<file path="src/rtl/core/ctat_pkg.sv">
// ----------------------------------------------------------------------------
// ctat_pkg
// Shared types and constants for the client table with aging.
// ----------------------------------------------------------------------------
`default_nettype none

package ctat_pkg;

  localparam int unsigned NumEntries = 64;
  localparam int unsigned IdxW       = $clog2(NumEntries);
  localparam int unsigned CntW       = IdxW + 1;

  localparam int unsigned CmdW   = 2;
  localparam int unsigned AddrW  = 64;
  localparam int unsigned TimeW  = 48;
  localparam int unsigned TokW   = 64;
  localparam int unsigned EidxW  = 6;
  localparam int unsigned StatW  = 3;
  localparam int unsigned UsageW = 32;
  localparam int unsigned StaleW = 32;
  localparam int unsigned RateW  = 16;
  localparam int unsigned LimitW = 32;
  localparam int unsigned DecW   = TimeW + RateW;
  localparam int unsigned CfgIdxW  = 2;
  localparam int unsigned CfgDataW = 32;

  localparam logic [StaleW-1:0] StaleReset = 32'd30000;
  localparam logic [RateW-1:0]  RateReset  = 16'd1;
  localparam logic [LimitW-1:0] LimitReset = 32'd65536;

  localparam logic [CmdW-1:0] CmdInsert = 2'd0;
  localparam logic [CmdW-1:0] CmdRemove = 2'd1;
  localparam logic [CmdW-1:0] CmdCheck  = 2'd2;

  localparam logic [CfgIdxW-1:0] CfgStale = 2'd0;
  localparam logic [CfgIdxW-1:0] CfgRate  = 2'd1;
  localparam logic [CfgIdxW-1:0] CfgLimit = 2'd2;

  typedef enum logic [StatW-1:0] {
    ST_FOUND    = 3'd0,
    ST_INSERTED = 3'd1,
    ST_BLOCKED  = 3'd2,
    ST_FULL     = 3'd3,
    ST_REMOVED  = 3'd4,
    ST_ABSENT   = 3'd5,
    ST_CHECKED  = 3'd6
  } status_e;

  typedef enum logic [1:0] {
    OP_INSERT = 2'd0,
    OP_REMOVE = 2'd1,
    OP_CHECK  = 2'd2,
    OP_NONE   = 2'd3
  } op_e;

  // classified request as held in the queue
  typedef struct packed {
    op_e              op;
    logic [AddrW-1:0] addr;
    logic [TimeW-1:0] now;
    logic             blocked;
    logic [TokW-1:0]  token;
    logic [IdxW-1:0]  idx;
  } req_t;

  typedef struct packed {
    status_e           status;
    logic [EidxW-1:0]  index;
    logic [TokW-1:0]   token;
    logic              ok;
  } rsp_t;

endpackage

`default_nettype wire

</file>
<file path="src/rtl/core/ctat_if.sv">
// ----------------------------------------------------------------------------
// ctat_if
// Request, response and configuration channel interfaces.
// ----------------------------------------------------------------------------
`default_nettype none

interface ctat_req_if;
  logic        valid;
  logic        ready;
  logic [1:0]  command;
  logic [63:0] addr;
  logic [47:0] now_ms;
  logic        blocked;
  logic [63:0] new_token;
  logic [5:0]  entry_index;
  modport source (output valid, command, addr, now_ms, blocked, new_token, entry_index,
                  input ready);
  modport sink   (input valid, command, addr, now_ms, blocked, new_token, entry_index,
                  output ready);
endinterface


`default_nettype wire

</file>
<file path="src/rtl/core/ctat_front.sv">
// ----------------------------------------------------------------------------
// ctat_front
// Accepts requests, classifies the command and queues them for the engine.
// ----------------------------------------------------------------------------
`default_nettype none

module ctat_front (
  input  wire logic          clk_i,
  input  wire logic          rst_ni,
  ctat_req_if.sink           req,
  output ctat_pkg::req_t     q_data_o,
  output logic               q_valid_o,
  input  wire logic          q_pop_i
);
  import ctat_pkg::*;

  req_t       fifo_q [2];
  logic       wr_ptr_q, wr_ptr_d;
  logic       rd_ptr_q, rd_ptr_d;
  logic [1:0] cnt_q, cnt_d;
  req_t       cls;
  logic       push;
  logic       pop;

  always_comb begin
    cls.addr    = req.addr;
    cls.now     = req.now_ms;
    cls.blocked = req.blocked;
    cls.token   = req.new_token;
    cls.idx     = IdxW'(req.entry_index);
    case (req.command)
      CmdInsert: cls.op = OP_INSERT;
      CmdRemove: cls.op = OP_REMOVE;
      CmdCheck: begin
        // out-of-range entry answers absent
        if ({26'd0, req.entry_index} < 32'(NumEntries)) cls.op = OP_CHECK;
        else cls.op = OP_NONE;
      end
      default: cls.op = OP_NONE;
    endcase
  end

  assign req.ready = (cnt_q != 2'd2);
  assign push      = req.valid && req.ready;
  assign pop       = q_pop_i && (cnt_q != 2'd0);
  assign q_valid_o = (cnt_q != 2'd0);
  assign q_data_o  = fifo_q[rd_ptr_q];

  always_comb begin
    wr_ptr_d = push ? ~wr_ptr_q : wr_ptr_q;
    rd_ptr_d = pop ? ~rd_ptr_q : rd_ptr_q;
    cnt_d    = cnt_q + {1'b0, push} - {1'b0, pop};
  end

  always_ff @(posedge clk_i or negedge rst_ni) begin
    if (!rst_ni) begin
      wr_ptr_q <= 1'b0;
      rd_ptr_q <= 1'b0;
      cnt_q    <= 2'd0;
    end else begin
      wr_ptr_q <= wr_ptr_d;
      rd_ptr_q <= rd_ptr_d;
      cnt_q    <= cnt_d;
    end
  end

  always_ff @(posedge clk_i) begin
    if (push) fifo_q[wr_ptr_q] <= cls;
  end

endmodule

`default_nettype wire

</file>
<file path="src/flat_wrapper.sv">
// flat-port wrapper written by rule: the top's interface ports become plain ports
module ctat_front_flat import ctat_pkg::*;
  (clk_i, rst_ni, q_data_o, q_valid_o, q_pop_i, req_valid, req_command, req_addr, req_now_ms, req_blocked, req_new_token, req_entry_index, req_ready);
  ctat_req_if req_i ();
  input  wire logic clk_i;
  input  wire logic rst_ni;
  output ctat_pkg::req_t q_data_o;
  output logic q_valid_o;
  input  wire logic q_pop_i;
  input wire logic [$bits(req_i.valid)-1:0] req_valid;
  input wire logic [$bits(req_i.command)-1:0] req_command;
  input wire logic [$bits(req_i.addr)-1:0] req_addr;
  input wire logic [$bits(req_i.now_ms)-1:0] req_now_ms;
  input wire logic [$bits(req_i.blocked)-1:0] req_blocked;
  input wire logic [$bits(req_i.new_token)-1:0] req_new_token;
  input wire logic [$bits(req_i.entry_index)-1:0] req_entry_index;
  output wire logic [$bits(req_i.ready)-1:0] req_ready;
  assign req_i.valid = req_valid;
  assign req_i.command = req_command;
  assign req_i.addr = req_addr;
  assign req_i.now_ms = req_now_ms;
  assign req_i.blocked = req_blocked;
  assign req_i.new_token = req_new_token;
  assign req_i.entry_index = req_entry_index;
  assign req_ready = req_i.ready;
  ctat_front u_core (.clk_i(clk_i), .rst_ni(rst_ni), .req(req_i), .q_data_o(q_data_o), .q_valid_o(q_valid_o), .q_pop_i(q_pop_i));
endmodule
</file>
<file path="config.mk">
export PLATFORM = sky130hd
export DESIGN_NAME = ctat_front_flat
export DESIGN_NICKNAME = d
export VERILOG_FILES = /design/src/rtl/core/ctat_pkg.sv /design/src/rtl/core/ctat_if.sv /design/src/rtl/core/ctat_front.sv /design/src/flat_wrapper.sv
export SDC_FILE = /design/constraint.sdc
export NUM_CORES = 1
export LEC_CHECK = 0
export ABC_AREA = 1
export ABC_CLOCK_PERIOD_IN_PS = 11600
export BUFFER_PORTS_ARGS = -buffer_cell sky130_fd_sc_hd__buf_4
export CAP_MARGIN = 20
export CORE_MARGIN = 10
export CORE_UTILIZATION = 40
export DETAILED_ROUTE_END_ITERATION = 10
export GPL_ROUTABILITY_DRIVEN = 0
export PLACE_DENSITY = 0.72
export SETUP_SLACK_MARGIN = 0.5
export SYNTH_ARGS = -nofsm -noshare
export SYNTH_HDL_FRONTEND = slang
export SYNTH_SLANG_ARGS = --single-unit
</file>
<file path="constraint.sdc">
create_clock -name clk_i -period 11.6 [get_ports clk_i]
set_input_delay 0.58 -clock clk_i [delete_from_list [all_inputs] [get_ports clk_i]]
set_output_delay 0.58 -clock clk_i [all_outputs]
set_load 0.02 [all_outputs]
</file>
# Yosys cells after proc, flatten, opt, wreduce, memory -nomap -nowiden
# Memories as Yosys holds them, arrays and structs flattened.
# Cells that the tools add are included.
# totals
regBits	4
latchBits	0
mem_bits_rw	370
rom_bits	0
input_bits	189
out_inout_bits	187
elab_cells	18
mem_count	1
# classes
add_sub_neg	2
mul	0
div	0
n_lt_le_gt_ge	0
eq_ne	3
shift	0
mux	3
bitwise_logic	2
reduce_logical	4
# mem_list
memory	words	width	rd	rd_clocked_by_memory_dff	wr	line_no	text
u_core.fifo_q	2	185	1	0	1	ctat_front.sv:17	req_t fifo_q [2];
# ops
op	count
one-hot mux 2 bit (3 select lines)	1
adder 2 x 1 -> 2 bit	1
equality test 2 x 1 -> 1 bit (second input constant)	1
equality test 2 bit (second input constant)	1
logical AND 1 bit	2
logical NOT 2 bit	1
2-to-1 mux 1 bit	2
inequality test 2 bit (second input constant)	1
inverter 1 bit	2
nonzero test 2 bit	1
subtractor 2 x 1 -> 2 bit	1

# Depth between registers and ports, before layout
# Gate-level depths: netlist of the first run.
# depth
ltp_word	4
ltp_mapped	10
mapped_depth_nobuf	10

# Least setup slack after synthesis of the first run
# No wires, ideal clock.
# synth_path
path_type	register to register
start	register u_core.cnt_q[1]
end	memory u_core.fifo_q[1][0] (netlist bit) (enable)
setup_time_ns	0.733
arrival_time_ns	8.379
required_time_ns	10.867
slack_ns	2.488
path_stages_with_launch	4
n_path_buf	0
period_less_slack_ns	9.112
path_cell_list	dfrtp_1 -> nand2_1 -> nand2_1 -> nor2_1
# synth_between
elab_chain_len	4
# synth_rtl
element	line_no	text
start, declared	ctat_front.sv:20	logic [1:0] cnt_q, cnt_d;
start signal, assigned	ctat_front.sv:63	cnt_q <= cnt_d;
inequality test 2 bit	ctat_front.sv:43	assign req.ready = (cnt_q != 2'd2);
net req_ready	flat_wrapper.sv:17	output wire logic [$bits(req_i.ready)-1:0] req_ready;
logical AND 1 bit	ctat_front.sv:44	assign push = req.valid && req.ready;
2-to-1 mux 1 bit	ctat_front.sv:68	if (push) fifo_q[wr_ptr_q] <= cls;
2-to-1 mux 1 bit (implied by the code)	ctat_front.sv:68	
end, declared	ctat_front.sv:17	
# The timed path passes the listed nets, and every way through them passes these cells.

==> flow_metrics.py, run 1 <==
metrics = {
    "cells_and_area": {
        "finalCoreUtilization_pct": 53.7,
        "stdcell_count": 1859,
        "mostFrequentLayoutCell": "nand2_1",
        "drive_gt1_share_pct": 30.7,
        "nets": 1574,
        "fillCellCount": 2784,
        "multiInputGateArea_mm2": 0.00218,
        "syn2layout_area_growth_pct": 31.6,
        "final_cell_mix": "nand2_1, buf_4, edfxtp_1",
        "register_area_mm2": 0.0112,
    },
    "cts": {
        "ctsHtreeMaxLevel": 2,
        "clock-sinks": 374,
        "cts_buffers": 39,
        "cts_tree": "done",
        "clk_path_buf_depth": 3,
        "clk_pin_slew_ns": 0.06,
        "cts_resized": 0,
        "cts-root-buf": "clkbuf_16",
        "clock_latency_ns": 0.52,
    },
    "routing": {
        "wire_per_inst_um": 18.5,
        "drt-initial-drc-count": 486,
        "detailroute.via_count": 8694,
        "dr.pass1.iters": 4,
        "drc": 0,
        "ant_nets": 0,
        "drt_wl_total_um": 34400,
        "post_drt_via_cell_ratio": 4.68,
    },
    "critical_path": {
        "worstPathRequired_ns": 11.02,
        "reg2reg_to": "u_core.fifo_q[1][124]",
        "cp_max_fo": 89,
        "r2r-start": "u_core.cnt_q[1]",
        "r2r_cells": 5,
        "end_kind": "output port",
        "r2r_slack_ns": 8.52,
        "crit_arrival_ns": 3.01,
        "worstSetupPathType": "flip-flop to output port",
        "startpoint_type": "flip-flop",
    },
    "global_route": {
        "grt_pass1_wl_um": 50800,
        "grt_max_degree": 122,
        "grt_usage_pct": 15.5,
        "grt_overflow_total": 0,
        "antenna_found_initial": 2,
        "grt_pass1_vias": 8873,
    },
    "sta": {
        "maxSlewViolCount": 0,
        "clock_skew_ns": 0.0148,
        "hold_ws_ns": 0.242,
        "period_share_pct": 30.9,
        "slew_headroom_pct": 32.8,
        "finalSetupViolations": 0,
        "worstMarginPinSlew_ns": 1.01,
        "rsz0062_at_grt": "no",
        "tns_ns": 0,
        "period_needed_ns": 3.59,
        "hold_viol_final": 0,
        "max_clock_freq_mhz": 279,
    },
    "floorplanning": {
        "fp.dieW_um": 205,
        "start_util_pct": 40.8,
        "io_pins": 376,
        "fp.coreArea_mm2": 0.0337,
        "fp.dieH_um": 205,
        "dieArea_mm2": 0.0422,
        "rows": 67,
    },
    "power_and_ir_drop": {
        "p_comb_share_pct": 37.5,
        "pwr-share-clk_pct": 23.4,
        "powerDensity_mw_per_mm2": 275,
        "p_leak_nw": 7.67,
        "internal_power_w": 0.00316,
        "p_switching_w": 0.00181,
        "fin_total_pwr_w": 0.00497,
        "seq_power_share_pct": 39.1,
        "ir_drop_uv": 199,
        "p_sw_share_pct": 36.4,
    },
    "hold_path": {
        "hold_path_class": "input port to flip-flop",
        "hold_path_end": "u_core.fifo_q[0][17]",
        "holdPathStages": 1,
        "worstHoldStart": "req_new_token[11]",
    },
    "logic_synthesis": {
        "syn-cell-area_mm2": 0.0138,
        "ys_ff_latch": 374,
        "postSynthAreaPerCell_um2": 13.7,
        "ys_seq_area_share_pct": 81.5,
        "syn-num-nets": 1192,
        "ys_warn_count": 0,
        "syn_inst": 1001,
        "ys_types": 12,
    },
    "placement": {
        "dp_hpwl_um": 23300,
        "placed_cells": 1788,
        "io_buffers": 375,
    },
    "flow_run": {
        "max_cap_viol_count": 0,
    },
    "status": {
        "outcome": "complete, no violations",
    },
}
routing by layer:
layer  vias to the layer above  share of wire [%]  GRT usage [%]
li1                       4143                  -              -
met4                         2                1.8           3.99
met3                        50                 12           6.21
met2                       399                 47           24.6
met5                         -              0.038              0
met1                      4100                 39           19.3
synthesized netlist by cell type:
master / number / area share (%)
buf_2: 16 / 0.58
ha_1: 2 / 0.18
buf_4: 8 / 0.44
clkbuf_1: 3 / 0.082
nand2_1: 568 / 15
inv_4: 1 / 0.046
buf_6: 16 / 1.3
nor2_1: 1 / 0.027
nand3_1: 3 / 0.11
inv_1: 9 / 0.25
dfrtp_1: 4 / 0.73
edfxtp_1: 370 / 81
timing repair:
item / 4_1_cts / 5_1_grt
hold buffers: 1 / 0
setup buffers: 0 / 0
hold endpoints to repair: 4 / 0
cell families (layout without fill, tap and decap cells):
family	Yosys count	count (layout)	share of synthesized area, %
adders and majority gates	2	2	0.182
buffers and inverters	53	462	2.70
DFF	374	374	81.5
other	0	1	0
and+or+nand+nor	572	572	15.6
power by group through the flow:
stage               combinational [W]  clock [W]  sequential (W)
finish                        0.00186    0.00116         0.00194
global route                  0.00203    0.00124         0.00197
CTS                           0.00190    0.00119         0.00195
detailed placement            0.00189          0         0.00197
global placement              0.00188          0         0.00196
floorplan                     0.00111          0         0.00200
worst max-delay path by stage:
stage	start	end	slack (ns)	cells past startpoint
finish	u_core.rd_ptr_q	q_data_o[86]	8.01	6
detailed placement	u_core.rd_ptr_q	q_data_o[65]	8.15	5
global route	u_core.rd_ptr_q	q_data_o[87]	7.83	6
floorplan	u_core.cnt_q[1]	u_core.fifo_q[1][0]	2.49	3
global placement	u_core.rd_ptr_q	q_data_o[87]	8.18	5
CTS	u_core.rd_ptr_q	q_data_o[75]	7.58	5
state kept, by name, summed over array words and instances (netlist names):
register and cells:
u_core.fifo_q 370, u_core.cnt_q 2, u_core.rd_ptr_q 1, u_core.wr_ptr_q 1
area by class of cell:
type | instances | share of cell area [%]
Antenna cell | 1 | 0.0138
Clock buffer | 53 | 5.92
Tap cell | 448 | 3.10
Multi-Input combinational cell | 574 | 12.1
Inverter | 10 | 0.276
Timing Repair Buffer | 384 | 16.0
Clock inverter | 15 | 0.656
Sequential cell | 374 | 61.9
stage by stage:
stage	instance area [µm²]	setup WS [ns]
floorplan	13800	2.49
global placement	16900	8.18
detailed placement	16900	8.15
CTS	18100	7.58
global route	18100	7.83
finish	18100	8.01
critical path, stage by stage, from the launching register on:
cell	delay [ns]
dfrtp_4	0.74
inv_6	0.55
buf_4	0.36
buf_16	0.31
nand2_1	0.11
nand2_1	0.13
buf_4	0.16
Note: power is estimated with default switching activity, not from simulation.
==> run 2: changes to the inputs <==
- ABC_AREA: 1 -> 0
- ABC_CLOCK_PERIOD_IN_PS: 11600 -> 3650
- PLACE_DENSITY: 0.72 -> 0.71
- clock period: 11.6 -> 3.65 ns (I/O delays scaled with it)
==> run 2 against run 1 <==
Cell count down 9.6%. Register-to-register slack lost 6.8 ns. Critical path depth decreased by 3. Non-clock buffer count grew 193. Combinational power grew to 3.4 times the previous value. Synthesized area grew 2.8%. First-iteration DRC count is 39% lower. Flip-flop and latch count is the same. Global-route usage down 0.080 points. Via count fell by 10%.
==> flow_metrics.py, run 2 <==
metrics = {
    "status": {
        "outcome": "complete, no violations",
    },
    "cts": {
        "ctsHtreeMaxLevel": 2,
        "cts_buffers": 40,
        "clock-sinks": 374,
        "cts_tree": "done",
        "clock_latency_ns": 0.52,
        "clk_pin_slew_ns": 0.06,
        "cts-root-buf": "clkbuf_16",
        "clk_path_buf_depth": 3,
    },
    "sta": {
        "hold_viol_final": 0,
        "worstMarginPinSlew_ns": 0.631,
        "maxSlewViolCount": 0,
        "period_share_pct": 70.0,
        "slew_headroom_pct": 57.9,
        "clock_skew_ns": 0.0151,
        "finalSetupViolations": 0,
        "rsz0062_at_grt": "no",
        "hold_ws_ns": 0.388,
        "max_clock_freq_mhz": 391,
        "period_needed_ns": 2.56,
    },
    "placement": {
        "io_buffers": 375,
        "dp_hpwl_um": 22300,
    },
    "critical_path": {
        "startpoint_type": "flip-flop",
        "crit_arrival_ns": 2.37,
        "cp_max_fo": 63,
        "worstSetupPathType": "flip-flop to output port",
        "worstPathRequired_ns": 3.47,
        "end_kind": "output port",
    },
    "routing": {
        "drt_wl_total_um": 35100,
        "met3WireLength_um": 2110,
        "dr.pass1.iters": 4,
        "wl_met2_um": 18500,
        "wire_per_inst_um": 20.9,
        "post_drt_via_cell_ratio": 4.64,
        "drt-initial-drc-count": 298,
        "wirelength_met1_um": 13400,
        "drc": 0,
        "detailroute.via_count": 7798,
        "ant_nets": 0,
        "top_layer": "met4",
    },
    "logic_synthesis": {
        "ys_warn_count": 0,
        "ys_ff_latch": 374,
        "yosysMostFrequentCell": "edfxtp_1",
        "syn-num-nets": 788,
        "synth_ff_type": "edfxtp_1",
        "postSynthAreaPerCell_um2": 23.7,
        "ys_types": 17,
        "synth_top_area_cell": "edfxtp_1",
        "synthDominantCellAreaShare_pct": 78.6,
        "syn-cell-area_mm2": 0.0141,
        "synth-edff-count": 370,
        "ys_seq_area_share_pct": 79.3,
        "synthTopCellsByCount": "edfxtp_1, mux2_4, mux2_2",
        "synth_area_leaders": "edfxtp_1, mux2_4, mux2_2",
        "async_reset_ff_share_pct": 1.07,
        "syn_inst": 597,
    },
    "global_route": {
        "grt_pass1_wl_um": 52800,
        "grt_max_degree": 64,
        "antenna_found_initial": 0,
        "grt_overflow_total": 0,
        "grt_pass1_vias": 8639,
        "grt_usage_pct": 15.4,
    },
    "hold_path": {
        "hold_path_class": "input port to flip-flop",
    },
    "power_and_ir_drop": {
        "internal_power_w": 0.0111,
        "pwr-share-clk_pct": 23.7,
        "p_sw_share_pct": 31.9,
        "seq_power_share_pct": 37.9,
        "p_leak_nw": 8.19,
        "p_comb_share_pct": 38.4,
        "powerDensity_mw_per_mm2": 789,
        "fin_total_pwr_w": 0.0163,
        "ir_drop_uv": 438,
        "p_switching_w": 0.00520,
    },
    "cells_and_area": {
        "largest_register": "u_core.fifo_q",
        "drive_gt1_share_pct": 52.1,
        "antenna_cells": 0,
        "final_cell_mix": "buf_4, edfxtp_1, dlygate4sd3_1",
        "largest_reg_flops": 370,
        "fillCellCount": 2478,
        "syn2layout_area_growth_pct": 46.3,
        "nets": 1384,
        "top_regs": "u_core.fifo_q (370), u_core.cnt_q (2)",
        "mostFrequentLayoutCell": "buf_4",
    },
    "floorplanning": {
        "dieArea_mm2": 0.0433,
        "fp.dieW_um": 208,
        "start_util_pct": 40.7,
        "io_pins": 376,
        "rows": 68,
        "fp.coreArea_mm2": 0.0347,
        "fp.dieH_um": 208,
    },
    "flow_run": {
        "max_cap_viol_count": 0,
    },
}
-- run 2: cells by family after synthesis --
| kind of cell | Yosys count | synth area share [%] |
|---|---|---|
| DFF | 374 | 79.3 |
| buffers and inverters | 26 | 1.63 |
| xor gates and xnor gates | 4 | 0.248 |
| muxes | 185 | 18.4 |
| and+or+nand+nor | 6 | 0.230 |
| adders and majority gates | 2 | 0.177 |
-- run 2: what timing repair did --
action | in CTS | in global routing
endpoints found under the setup margin | 0 | 0
resized for setup | 0 | 0
hold endpoints to repair | 376 | 0
hold buffers | 189 | 0
buffers inserted | 0 | 0
-- run 2: worst paths after layout --
check,startpoint,end,slack (ns),cells past startpoint
min in group asynchronous,rst_ni,u_core.wr_ptr_q,0.58,3
max reg2reg,u_core.cnt_q[1],u_core.fifo_q[1][141],1.73,3
min,req_addr[54],u_core.fifo_q[0][173],0.39,2
max in group asynchronous,rst_ni,u_core.rd_ptr_q,2.87,3
min reg2reg,u_core.cnt_q[1],u_core.cnt_q[1],0.54,1
max,u_core.rd_ptr_q,q_data_o[34],1.09,3
-- run 2: power groups by stage --
stage	Sequential, W	Clock (W)	Combinational, W
5_1_grt	0.00627	0.00416	0.00657
6_report	0.00619	0.00387	0.00626
3_5_place_dp	0.00627	0	0.00614
3_3_place_gp	0.00621	0	0.00612
2_1_floorplan	0.00620	0	0.00396
4_1_cts	0.00618	0.00398	0.00634
-- run 2: final cells by class --
class,count,area (µm²),area share (%)
clock buffer,45,1040,5.03
clock inverter,29,224,1.08
inverter,3,11.3,0.0544
multi-input combinational,197,2730,13.2
sequential,374,11200,54.2
tap,455,569,2.75
timing repair buffer,577,4900,23.7
-- run 2: per-stage QoR --
step	TNS, ns	instance area (µm²)	cells	utilization [%]	setup slack, ns
CTS	0	20700	1680	59.6	1.04
global placement	0	17500	1417	50.5	1.59
finish	0	20700	1680	59.6	1.09
detailed placement	0	17500	1417	50.5	1.60
floorplan	-21.42	14200	597	-	-0.116
global route	0	20700	1680	59.6	0.975
-- run 2: critical path: stages, from the launching register on --
cell     delay (ns)
dfrtp_4        0.79
buf_12         0.45
mux2_4         0.36
buf_4          0.16
-- run 2: metal layers --
metal | vias to the layer above | track usage [%]
li1 | 3568 | -
met1 | 3904 | 17.3
met2 | 268 | 27.8
met3 | 58 | 4.22
met4 | 0 | 4.76
met5 | - | 0
==> run 3: changes to the inputs <==
- ABC_CLOCK_PERIOD_IN_PS: 3650 -> 2100
- PLACE_DENSITY: 0.71 -> 0.74
- clock period: 3.65 -> 2.1 ns (I/O delays scaled with it)
==> run 3 against run 2 <==
Hold slack got worse by 0.084 ns. Clock skew rose by 0.0056 ns. Utilization rose by 6.4 points. Design area is 11% higher. Via count is 7.8% higher. Die area unchanged. First-iteration DRC count is 58% higher. Flip-flop and latch count unchanged. Combinational power grew 150%. Register-to-register slack got worse by 1.4 ns. Global-route usage is 1.3 points higher. Largest cell class unchanged.
==> flow_metrics.py, run 3 (synthesis gave the netlist of run 2 again) <==
metrics = {
    "global_route": {
        "grt_pass1_wl_um": 56300,
        "grt_max_degree": 73,
        "grt_pass1_vias": 9181,
        "grt_overflow_total": 0,
        "antenna_found_initial": 3,
        "grt_usage_pct": 16.8,
    },
    "cells_and_area": {
        "register_area_mm2": 0.0112,
        "syn2layout_area_growth_pct": 62.1,
        "largest_reg_flops": 370,
        "top_regs": "u_core.fifo_q (370), u_core.cnt_q (2)",
        "largest_register": "u_core.fifo_q",
        "fillCellCount": 2109,
        "multiInputGateArea_mm2": 0.00287,
        "nets": 1471,
        "mostFrequentLayoutCell": "edfxtp_1",
        "final_cell_mix": "edfxtp_1, buf_4, dlygate4sd3_1",
        "finalCoreUtilization_pct": 66.0,
        "drive_gt1_share_pct": 55.4,
    },
    "sta": {
        "slew_headroom_pct": 82.1,
        "maxSlewViolCount": 0,
        "period_needed_ns": 2.05,
        "period_share_pct": 97.5,
        "tns_ns": 0,
        "max_clock_freq_mhz": 488,
        "hold_viol_final": 0,
        "rsz0062_at_grt": "yes",
        "finalSetupViolations": 0,
        "clock_skew_ns": 0.0207,
        "worstMarginPinSlew_ns": 0.268,
        "worst_slack_ns": 0.0518,
    },
    "floorplanning": {
        "io_pins": 376,
        "fp.dieW_um": 208,
        "rows": 68,
        "start_util_pct": 40.7,
        "fp.dieH_um": 208,
        "dieArea_mm2": 0.0433,
        "fp.coreArea_mm2": 0.0347,
    },
    "critical_path": {
        "cp_max_fo": 7,
        "crit_arrival_ns": 1.94,
        "startpoint_type": "flip-flop",
        "worstPathRequired_ns": 2.00,
        "worstSetupPathType": "flip-flop to output port",
        "end_kind": "output port",
    },
    "hold_path": {
        "hold_path_class": "input port to flip-flop",
    },
    "routing": {
        "drt-initial-drc-count": 470,
        "wire_per_inst_um": 23.8,
        "detailroute.via_count": 8408,
        "dr.pass1.iters": 4,
        "post_drt_via_cell_ratio": 4.77,
        "drt_wl_total_um": 41900,
        "drc": 0,
        "ant_nets": 0,
    },
    "cts": {
        "clk_path_buf_depth": 3,
        "cts_tree": "done",
        "clock-sinks": 374,
        "ctsHtreeMaxLevel": 2,
        "cts_buffers": 38,
        "clk_pin_slew_ns": 0.06,
        "cts-root-buf": "clkbuf_16",
        "clock_latency_ns": 0.53,
    },
    "status": {
        "outcome": "complete, no violations",
    },
    "placement": {
        "place_ws_ns": 0.326,
        "dp_hpwl_um": 23000,
        "io_buffers": 375,
    },
    "power_and_ir_drop": {
        "ir_drop_uv": 954,
        "p_leak_nw": 9.23,
        "powerDensity_mw_per_mm2": 1430,
    },
    "flow_run": {
        "max_cap_viol_count": 0,
    },
}
[run 3: power breakdown]
part | switching, W | internal (W) | total [W]
combinational | 0.00709 | 0.00846 | 0.0156
sequential | 0.000493 | 0.0102 | 0.0107
clock | 0.00272 | 0.00378 | 0.00650
[run 3: routing by layer]
layer	wire, µm	global-route usage [%]	up-vias
met5	0	0	-
met2	22400	30.4	325
met4	791	4.48	0
met1	16000	18.7	4265
met3	2710	5.02	60
li1	-	-	3758
[run 3: cell type report]
type | instances | area share, %
timing repair buffer | 666 | 30.8
clock buffer | 49 | 4.42
antenna | 3 | 0.0328
multi-input combinational | 197 | 12.5
clock inverter | 17 | 0.710
sequential | 374 | 48.9
inverter | 3 | 0.0601
tap | 455 | 2.48
[run 3: critical path, stage by stage, from the launching register on]
cell	delay, ns
dfrtp_4	0.54
buf_6	0.15
buf_16	0.14
buf_4	0.14
mux2_4	0.30
buf_6	0.13
[run 3: stage by stage]
| step | instances | hold WS [ns] | area, µm² | power, W |
|---|---|---|---|---|
| finish | 1764 | 0.305 | 22900 | 0.0327 |
| global route | 1764 | 0.291 | 22900 | 0.0339 |
| CTS | 1729 | 0.272 | 21800 | 0.0307 |
| detailed placement | 1434 | -0.0931 | 17700 | 0.0219 |
| global placement | 1434 | -0.0943 | 17700 | 0.0218 |
| floorplan | 597 | -0.191 | 14200 | 0.0177 |
[run 3: timing repair]
action,CTS,global route
endpoints found under the setup margin,278,455
endpoints found under the hold margin,377,0
gates cloned,12,19
hold buffers,189,0
buffers inserted,28,13
pin swaps,5,7
resized for setup,93,151
[run 3: path summary, 6_finish.rpt]
kind,from,endpoint,slack (ns),cells after the start
max reg2reg,u_core.cnt_q[1],u_core.cnt_q[1],0.36,8
min in group asynchronous,rst_ni,u_core.cnt_q[0],0.53,3
min reg2reg,u_core.wr_ptr_q,u_core.wr_ptr_q,0.56,1
max in group asynchronous,rst_ni,u_core.rd_ptr_q,1.37,3
max,u_core.rd_ptr_q,q_data_o[14],0.05,5
min,req_addr[15],u_core.fifo_q[0][134],0.30,2
